<file path="src/sv/assert_macros.svh">
// Assertion macros shared by the bracket checker modules.
`ifndef ASSERT_MACROS_SVH
`define ASSERT_MACROS_SVH

// Same-cycle implication, disabled during reset.
`define ASSERT_IMPLIES(label, clk, rst_n, ante, cons) \
    label: assert property (@(posedge clk) disable iff (!rst_n) (ante) |-> (cons)) \
        else $error("assertion failed");

// Next-cycle implication, disabled during reset.
`define ASSERT_NEXT(label, clk, rst_n, ante, cons) \
    label: assert property (@(posedge clk) disable iff (!rst_n) (ante) |=> (cons)) \
        else $error("assertion failed");

`endif

</file>
<file path="src/sv/ccb_pkg.sv">
// Types, constants and helpers for the C bracket balance checker.
package ccb_pkg;

    localparam int STACK_DEPTH_DEF = 1024;

    localparam logic [7:0] CH_LPAREN = 8'h28;
    localparam logic [7:0] CH_RPAREN = 8'h29;
    localparam logic [7:0] CH_LBRACK = 8'h5B;
    localparam logic [7:0] CH_RBRACK = 8'h5D;
    localparam logic [7:0] CH_LBRACE = 8'h7B;
    localparam logic [7:0] CH_RBRACE = 8'h7D;
    localparam logic [7:0] CH_BSLASH = 8'h5C;
    localparam logic [7:0] CH_NEWLINE = 8'h0A;
    localparam logic [7:0] CH_SQUOTE = 8'h27;
    localparam logic [7:0] CH_DQUOTE = 8'h22;
    localparam logic [7:0] CH_SLASH = 8'h2F;
    localparam logic [7:0] CH_STAR = 8'h2A;

    localparam logic [1:0] ERR_OVERFLOW = 2'd0;
    localparam logic [1:0] ERR_EXTRA = 2'd1;
    localparam logic [1:0] ERR_MISMATCH = 2'd2;
    localparam logic [1:0] ERR_UNCLOSED = 2'd3;

    localparam logic [1:0] OPN_PAREN = 2'd0;
    localparam logic [1:0] OPN_BRACK = 2'd1;
    localparam logic [1:0] OPN_BRACE = 2'd2;

    typedef struct packed {
        logic [7:0] byte_req;
        logic       end_of_input;
    } char_beat_t;

    typedef struct packed {
        logic [1:0] error_code;
        logic [7:0] offending_char;
        logic [7:0] open_char;
    } err_beat_t;

    typedef struct packed {
        logic       push;
        logic       pop;
        logic       clear;
        logic [1:0] code;
    } stack_op_t;

    typedef struct packed {
        logic       empty;
        logic       full;
        logic [1:0] top;
    } stack_stat_t;

    function automatic logic [7:0] opener_char(input logic [1:0] code);
        logic [7:0] ch;
        unique case (code)
            OPN_PAREN: ch = CH_LPAREN;
            OPN_BRACK: ch = CH_LBRACK;
            OPN_BRACE: ch = CH_LBRACE;
            default:   ch = 8'd0;
        endcase
        return ch;
    endfunction

    // Bracket kind of an opener or a closer.
    function automatic logic [1:0] bracket_code(input logic [7:0] c);
        logic [1:0] code;
        priority if (c == CH_LPAREN || c == CH_RPAREN)
            code = OPN_PAREN;
        else if (c == CH_LBRACK || c == CH_RBRACK)
            code = OPN_BRACK;
        else
            code = OPN_BRACE;
        return code;
    endfunction

endpackage

</file>
<file path="src/sv/ccb_lexer.sv">
// Lexer modes, comment and escape flags, and error decisions for one byte per cycle while fire is high.
`include "assert_macros.svh"

module ccb_lexer (
    input  logic                 clk,
    input  logic                 rst_n,
    input  logic                 fire,
    input  ccb_pkg::char_beat_t  beat,
    input  ccb_pkg::stack_stat_t stat,
    output ccb_pkg::stack_op_t   op,
    output logic                 res_valid,
    output ccb_pkg::err_beat_t   res_beat
);
    import ccb_pkg::*;

    typedef enum logic [2:0] {
        MODE_CODE,
        MODE_CHAR,
        MODE_STRING,
        MODE_LINE,
        MODE_BLOCK,
        MODE_SKIP
    } mode_t;

    mode_t      mode_reg, mode_next;
    logic       esc_reg, esc_next;
    logic       slash_reg, slash_next;
    logic       star_reg, star_next;
    stack_op_t  op_int;
    logic       err;
    err_beat_t  err_beat;
    logic [7:0] c;
    logic       do_code;
    logic [7:0] quote;

    assign c = beat.byte_req;
    assign quote = (mode_reg == MODE_CHAR) ? CH_SQUOTE : CH_DQUOTE;

    always_comb
    begin
        mode_next = mode_reg;
        esc_next = esc_reg;
        slash_next = slash_reg;
        star_next = star_reg;
        op_int = '0;
        op_int.code = bracket_code(c);
        err = 1'b0;
        err_beat = '0;
        do_code = 1'b0;

        if (beat.end_of_input)
        begin
            if (!stat.empty)
            begin
                err = 1'b1;
                err_beat.error_code = ERR_UNCLOSED;
                err_beat.offending_char = opener_char(stat.top);
                err_beat.open_char = opener_char(stat.top);
            end
            op_int.clear = 1'b1;
            mode_next = MODE_CODE;
            esc_next = 1'b0;
            slash_next = 1'b0;
            star_next = 1'b0;
        end
        else
        begin
            unique case (mode_reg)
                MODE_CODE:
                begin
                    do_code = 1'b1;
                    if (slash_reg)
                    begin
                        slash_next = 1'b0;
                        if (c == CH_SLASH)
                        begin
                            mode_next = MODE_LINE;
                            do_code = 1'b0;
                        end
                        else if (c == CH_STAR)
                        begin
                            mode_next = MODE_BLOCK;
                            star_next = 1'b0;
                            do_code = 1'b0;
                        end
                    end
                end
                MODE_CHAR, MODE_STRING:
                begin
                    if (c == CH_BSLASH)
                        esc_next = !esc_reg;
                    else if (c == quote && !esc_reg)
                        mode_next = MODE_CODE;
                    else
                        esc_next = 1'b0;
                end
                MODE_LINE, MODE_SKIP:
                begin
                    if (c == CH_NEWLINE)
                        mode_next = MODE_CODE;
                end
                MODE_BLOCK:
                begin
                    if (star_reg && c == CH_SLASH)
                    begin
                        star_next = 1'b0;
                        mode_next = MODE_CODE;
                    end
                    else
                        star_next = (c == CH_STAR);
                end
                default:
                    mode_next = MODE_CODE;
            endcase

            if (do_code)
            begin
                unique case (c)
                    CH_SQUOTE:
                    begin
                        mode_next = MODE_CHAR;
                        esc_next = 1'b0;
                    end
                    CH_DQUOTE:
                    begin
                        mode_next = MODE_STRING;
                        esc_next = 1'b0;
                    end
                    CH_SLASH:
                        slash_next = 1'b1;
                    CH_LPAREN, CH_LBRACK, CH_LBRACE:
                    begin
                        if (stat.full)
                        begin
                            err = 1'b1;
                            err_beat.error_code = ERR_OVERFLOW;
                            err_beat.offending_char = c;
                        end
                        else
                            op_int.push = 1'b1;
                    end
                    CH_RPAREN, CH_RBRACK, CH_RBRACE:
                    begin
                        if (stat.empty)
                        begin
                            err = 1'b1;
                            err_beat.error_code = ERR_EXTRA;
                            err_beat.offending_char = c;
                        end
                        else if (stat.top != bracket_code(c))
                        begin
                            err = 1'b1;
                            err_beat.error_code = ERR_MISMATCH;
                            err_beat.offending_char = c;
                            err_beat.open_char = opener_char(stat.top);
                        end
                        else
                            op_int.pop = 1'b1;
                    end
                    default:
                    begin
                    end
                endcase
            end

            if (err)
            begin
                op_int.push = 1'b0;
                op_int.pop = 1'b0;
                op_int.clear = 1'b1;
                esc_next = 1'b0;
                slash_next = 1'b0;
                star_next = 1'b0;
                mode_next = MODE_SKIP;
            end
        end
    end

    always_comb
    begin
        op = op_int;
        op.push = op_int.push && fire;
        op.pop = op_int.pop && fire;
        op.clear = op_int.clear && fire;
    end

    assign res_valid = err && fire;
    assign res_beat = err_beat;

    always_ff @(posedge clk or negedge rst_n)
    begin
        if (!rst_n)
        begin
            mode_reg <= MODE_CODE;
            esc_reg <= 1'b0;
            slash_reg <= 1'b0;
            star_reg <= 1'b0;
        end
        else if (fire)
        begin
            mode_reg <= mode_next;
            esc_reg <= esc_next;
            slash_reg <= slash_next;
            star_reg <= star_next;
        end
    end

    `ASSERT_IMPLIES(a_err_clears, clk, rst_n, res_valid, op.clear && !op.push && !op.pop)
    `ASSERT_NEXT(a_err_skips, clk, rst_n, res_valid && !beat.end_of_input, mode_reg == MODE_SKIP)
    `ASSERT_NEXT(a_eoi_resets, clk, rst_n, fire && beat.end_of_input, mode_reg == MODE_CODE && !slash_reg && !star_reg && !esc_reg)

endmodule

</file>
<file path="config.mk">
export PLATFORM = sky130hd
export DESIGN_NAME = ccb_lexer
export DESIGN_NICKNAME = d
export VERILOG_FILES = /design/src/sv/ccb_pkg.sv /design/src/sv/ccb_lexer.sv
export VERILOG_INCLUDE_DIRS = /design/src /design/src/sv
export SDC_FILE = /design/constraint.sdc
export NUM_CORES = 1
export LEC_CHECK = 0
export BUFFER_PORTS_ARGS = -buffer_cell sky130_fd_sc_hd__buf_2
export CORE_MARGIN = 4
export CORE_UTILIZATION = 45
export CTS_CLUSTER_DIAMETER = 60
export CTS_CLUSTER_SIZE = 30
export DETAILED_ROUTE_END_ITERATION = 10
export PLACE_DENSITY = 0.74
export REMOVE_ABC_BUFFERS = 1
export SKIP_CTS_REPAIR_TIMING = 1
export SLEW_MARGIN = 25
export SYNTH_ARGS = -nofsm -noshare
export SYNTH_HDL_FRONTEND = slang
export SYNTH_SLANG_ARGS = --single-unit
</file>
<file path="constraint.sdc">
create_clock -name clk -period 9.14 [get_ports clk]
set_input_delay 1.828 -clock clk [delete_from_list [all_inputs] [get_ports clk]]
set_output_delay 1.828 -clock clk [all_outputs]
set_load 0.01 [all_outputs]
</file>
; ---- Word-level counts from Yosys, hierarchy flattened
; Index checks and enable logic that the tools add are counted.
[totals]
out_inout_bits = 24
word_cells = 116
inputBits = 16
register_bits = 6
[op_classes]
n_mux = 70
n_reduce_logical = 18
n_eq_ne = 24
[op_table]
columns = cell, count
row1 = two-way mux 18 bit, 4
row2 = equality test 8 x 6 -> 1 bit (second input constant), 6
row3 = equality test 8 x 7 -> 1 bit (second input constant), 5
row4 = two-way mux 1 bit, 36
row5 = two-way mux 3 bit, 12
row6 = two-way mux 8 bit, 3
row7 = case mux 7 bit (3 select lines), 1
row8 = case mux 10 bit (2 select lines), 1
row9 = two-way mux 2 bit, 8
row10 = != test 4 bit (second input constant), 3
row11 = case mux 3 bit (4 select lines), 1
row12 = two-way mux 10 bit, 1
row13 = equality test 8 x 4 -> 1 bit (second input constant), 1
row14 = equality test 8 x 6 -> 1 bit, 1
row15 = equality test 3 x 2 -> 1 bit (second input constant), 2
row16 = equality test 3 bit (second input constant), 2
row17 = logical AND 1 bit, 6
row18 = case mux 3 bit (2 select lines), 1
row19 = OR reduction 2 bit, 3
row20 = OR reduction 3 bit, 2
row21 = AND reduction 5 bit, 1
row22 = case mux 1 bit (2 select lines), 2
row23 = nonzero test 4 bit, 1
row24 = equality test 3 x 1 -> 1 bit (second input constant), 1
row25 = other kinds (7), 8

; ---- Depth between registers and ports, before layout
; Gate-level depths: netlist of the first run.
[logic_depth]
depth_word = 17
depth_mapped = 8
mapped_depth_nobuf = 5

; ---- Worst setup path after synthesis of the first run
; Ideal clock, no wire load.
[synth_path]
kind = input to output
from = input port beat[1] in the netlist's numbering
to = output port res_beat[1] in the netlist's numbering
t_arrival_ns = 4.157
n_path_buf = 2
required_ns = 7.312
path_stages = 7
setup_slack_ns = 3.155
cell_sequence = buf_2 -> inv_1 -> nor4_1 -> o31ai_1 -> a21o_1 -> a21boi_0 -> buf_4
[synth_rtl]
columns = item, line
row1 = from (decl), ccb_lexer.sv:8  ; input ccb_pkg::char_beat_t beat,
row2 = to (decl), ccb_lexer.sv:12  ; output ccb_pkg::err_beat_t res_beat

==> impl_metrics.toml, run 1 <==
[placement]
placed_cell_area_sq_um = 1230
preCtsSetupSlack_ns = 3.27
port_buffers = 36
dp_hpwl_um = 2370
placed_cells = 198
routabilityCongestion = 0.856

[floorplan]
die_h_um = 57.3
die_w_um = 57.3
die_area_sq_um = 3280
core_area_sq_um = 2250
rows = 17
pin_count = 40
initial_utilization = 0.484

[worst_setup_path]
crit_fanout = 7
crit_type = "in2out"
arrival_ns = 4.02
cp-start-kind = "input port"
worstSetupEndpointType = "output port"
required_ns = 7.31

[power_and_ir_drop]
p_leak_nw = 0.547
pwr_density_cell_nw_per_um2 = 70.5
irDropWorstVdd_v = 0.0000664

[logic_synthesis]
ys_seq_area_frac = 0.137
synth-async-reset-ratio = 1.00
ys_ff_latch = 6
ys_warn_count = 0
syn_inst = 147
avgSynthCellArea_sq_um = 7.43
netlist_area_sq_um = 1090
synth_edf_count = 0
synth_cell_types = 59
synth_ff_type = "dfrtp_1"

[timing]
fin_ws_ns = 3.29
skew_ns = 0.000746
slew_violations = 0
holdWs_ns = 0.538
hold_viol_final = 0
setup_tns_ns = 0
max_freq_ghz = 0.171
period_share = 0.640
finalCriticalPeriod_ns = 5.85
tightest_slew_ns = 1.07
rsz0062_at_grt = "false"
max_slew_margin = 0.277
finalSetupViolCount = 0

[clocking]
cts_buffer_depth = 2
numCtsBuffers = 3
cts_max_level = 1
clock-sinks = 6
path_clk_slew_ns = 0.04
clk_latency_ns = 0.24
cts-root-buf = "clkbuf_4"
cts_tree = "built"

[run]
cap_violations = 0

[drt]
via_per_inst = 6.05
antenna_left = 0
drc = 0
route.vias.total = 1217
drt_iter0_markers = 36
drt_first_pass_iters = 4
drt_wl_total_um = 2930
routedWlPerCell_um = 14.6

[final_layout]
final_area_sq_um = 1250
final_cells = 201
fin_nets = 194
drive_gt1_frac = 0.295
syn2layout_area_growth_pct = 14.9
antennaDiodeCount = 0
fillers = 223
mostFrequentLayoutCell = "buf_2"
final_cell_mix = "36 x buf_2, 11 x nand2_1, 11 x o21ai_0, 10 x inv_1, 9 x nor2_1"
largest_register_ff_count = 3

[grt]
grt_pass1_wl_um = 4770
antenna_found_initial = 0
grt_max_degree = 16
grt_pass1_vias = 1098
globalRouteOverflowTotal = 0
grt_usage = 0.175

[run_status]
status = "finished clean"

[min_path]
min_path_type = "reg2reg"
-- layout make-up --
class                   count  area, sq um  area share
clock buffers               3         22.5      0.0179
inverters                  10         37.5      0.0299
multi-input cells         118          830       0.661
flip-flops and latches      6          150       0.120
well taps                  28         35.0      0.0279
repair buffers             36          180       0.144
-- power by group --
| group | total (mW) | internal [mW] | switching [mW] |
|---|---|---|---|
| clock | 0.0231 | 0.0148 | 0.00831 |
| sequential | 0.0282 | 0.0271 | 0.00105 |
| combinational | 0.0372 | 0.0140 | 0.0232 |
| total | 0.0885 | 0.0559 | 0.0325 |
-- worst max-delay path, cell delays in order --
cell,delay [ns]
buf_2,0.13
or4b_1,0.62
or3_4,0.41
a2111oi_4,0.44
o21ai_1,0.16
nor4_2,0.26
buf_2,0.16
-- logic make-up (layout without fill, tap and decap cells) --
kind of cell,after synthesis,count (layout),share of synthesized area
multiplexers,1,1,0.00916
buffers and inverters,25,49,0.116
adder cells (fa/ha/maj),3,3,0.0344
flip-flops,6,6,0.137
other,1,3,0.00343
AO/OA/AOI/OAI,49,49,0.351
XOR/XNOR,2,2,0.0160
AND/OR/NAND/NOR,60,60,0.333
-- per-stage QoR --
step | util | total power [mW]
floorplan | - | 0.0491
global placement | 0.544 | 0.0641
detailed placement | 0.544 | 0.0652
CTS | 0.554 | 0.0893
global route | 0.557 | 0.0956
finish | 0.557 | 0.0885
-- path summary, 6_finish.rpt --
check / startpoint / endpoint / slack, ns / cells after the start
worst max-delay path: beat[5] / op[3] / 3.29 / 7
worst min-delay path: star_reg / star_reg / 0.54 / 2
worst max register to register: mode_reg[2] / mode_reg[1] / 7.15 / 4
worst min register to register: star_reg / star_reg / 0.54 / 2
max in group asynchronous: rst_n / esc_reg / 7.60 / 1
min in group asynchronous: rst_n / slash_reg / 1.40 / 1
-- layer usage --
| layer | vias to the layer above | part of all wire | global-route usage |
|---|---|---|---|
| met5 | - | 0 | 0 |
| met4 | 0 | 0.015 | 0.0629 |
| met3 | 6 | 0.071 | 0.0226 |
| met2 | 52 | 0.50 | 0.300 |
| met1 | 554 | 0.42 | 0.222 |
| li1 | 605 | - | - |
-- synth_stat cells (2+ instances only) --
cell type,number,share of area
a211o_1,2,0.016
a21boi_0,3,0.021
a21oi_1,6,0.027
and2_1,3,0.017
and4_1,2,0.016
buf_2,2,0.0092
buf_4,6,0.041
clkbuf_1,6,0.021
dfrtp_1,6,0.14
ha_1,3,0.034
inv_1,10,0.034
nand2_1,11,0.038
nand2b_1,4,0.023
nand3_1,5,0.023
nand4_1,4,0.023
nor2_1,9,0.031
nor2b_1,2,0.011
nor3_1,4,0.018
nor4bb_1,2,0.018
o211ai_1,2,0.014
o21ai_0,11,0.050
o22ai_1,3,0.017
o31a_2,2,0.018
o31ai_1,2,0.014
or3_1,2,0.011
xnor2_1,2,0.016
(Power assumes the default switching activity.)
==> inputs of run 2 (changes only) <==
Settings changed: PLACE_DENSITY 0.74 to 0.77.
Clock period 9.14 ns to 5.1 ns, I/O delays scaled along.
==> impl_metrics.toml, run 2 (synthesis gave the netlist of run 1 again) <==
[min_path]
min_path_type = "reg2reg"

[worst_setup_path]
worstSetupEndpointType = "output port"
cp-start-kind = "input port"
crit_fanout = 7
crit_type = "in2out"
required_ns = 4.08
arrival_ns = 3.30

[timing]
finalSetupViolCount = 0
setup_tns_ns = 0
skew_ns = 0.00213
fin_ws_ns = 0.777
hold_viol_final = 0
period_share = 0.848
rsz0062_at_grt = "false"
tightest_slew_ns = 0.698
holdWs_ns = 0.564
max_freq_ghz = 0.231
finalCriticalPeriod_ns = 4.32
max_slew_margin = 0.528
slew_violations = 0

[drt]
drt_iter0_markers = 39
via_per_inst = 6.12
drt_wl_total_um = 2940
routedWlPerCell_um = 14.6
antenna_left = 0
drt_first_pass_iters = 4
route.vias.total = 1236
drc = 0

[power_and_ir_drop]
p_leak_nw = 0.553
total_power_uw = 158
irDropWorstVdd_v = 0.0000929
pwr_density_cell_nw_per_um2 = 126

[clocking]
clock-sinks = 6
cts_tree = "built"
clk_latency_ns = 0.24
numCtsBuffers = 3
cts-root-buf = "clkbuf_4"
cts_buffer_depth = 2
cts_max_level = 1
path_clk_slew_ns = 0.04

[final_layout]
fin_nets = 195
antennaDiodeCount = 0
syn2layout_area_growth_pct = 15.6
final_area_sq_um = 1260
largest_register_ff_count = 3
mostFrequentLayoutCell = "buf_2"
final_cells = 202
drive_gt1_frac = 0.299
finish.utilization = 0.560
final_cell_mix = "36 x buf_2, 11 x nand2_1, 11 x o21ai_0, 10 x inv_1, 9 x nor2_1"
fillers = 223

[grt]
antenna_found_initial = 0
globalRouteOverflowTotal = 0
use_met1 = 0.221
grt_usage = 0.177
grt_use_met3 = 0.0317
grt_pass1_vias = 1130
grt_most_used_layer = "met2"
grt_max_degree = 16
grt_pass1_wl_um = 4850
use_met2 = 0.307

[placement]
port_buffers = 36
preCtsSetupSlack_ns = 0.815
routabilityCongestion = 0.829
placed_cells = 199
placed_cell_area_sq_um = 1230
dp_hpwl_um = 2330

[floorplan]
die_area_sq_um = 3280
die_h_um = 57.3
die_w_um = 57.3
initial_utilization = 0.484
rows = 17
core_area_sq_um = 2250
pin_count = 40

[run]
cap_violations = 0

[run_status]
status = "finished clean"
## run 2: changes by cell type in the layout (fill, tap and decap cells not counted), sizes merged
| cell | change |
|---|---|
| buf | +1 |
## run 2: worst paths after layout
check                            startpoint     endpoint  slack, ns  depth (start not counted)
worst min-delay path               star_reg     star_reg       0.56                          2
worst min register to register     star_reg     star_reg       0.56                          2
min in group asynchronous             rst_n     star_reg       0.60                          1
worst max register to register  mode_reg[0]  mode_reg[1]       3.17                          4
worst max-delay path                beat[5]        op[3]       0.78                          7
max in group asynchronous             rst_n  mode_reg[2]       4.37                          1
## run 2: routing by layer
metal,share of wire,vias up
met5,0,-
met4,0.0020,0
met3,0.091,2
met2,0.49,64
met1,0.41,566
li1,-,604
## run 2: report_power, final
group | total, mW | switching (mW) | internal (mW) | leakage, nW
registers | 0.0505 | 0.00191 | 0.0486 | 0.0830
logic | 0.0667 | 0.0413 | 0.0254 | 0.456
clock network | 0.0412 | 0.0148 | 0.0265 | 0.0138
## run 2: final cells by class
cell class	count	area (sq um)	share of cell area
well taps	28	35.0	0.0278
clock buffers	3	22.5	0.0178
inverters	10	37.5	0.0297
flip-flops and latches	6	150	0.119
repair buffers	37	188	0.149
multi-input cells	118	830	0.657
## run 2: worst max-delay path, cell delays in order
cell	delay, ns
buf_2	0.14
or4b_1	0.63
or3_4	0.42
a2111oi_4	0.48
o21ai_1	0.16
nor4_2	0.28
buf_2	0.17
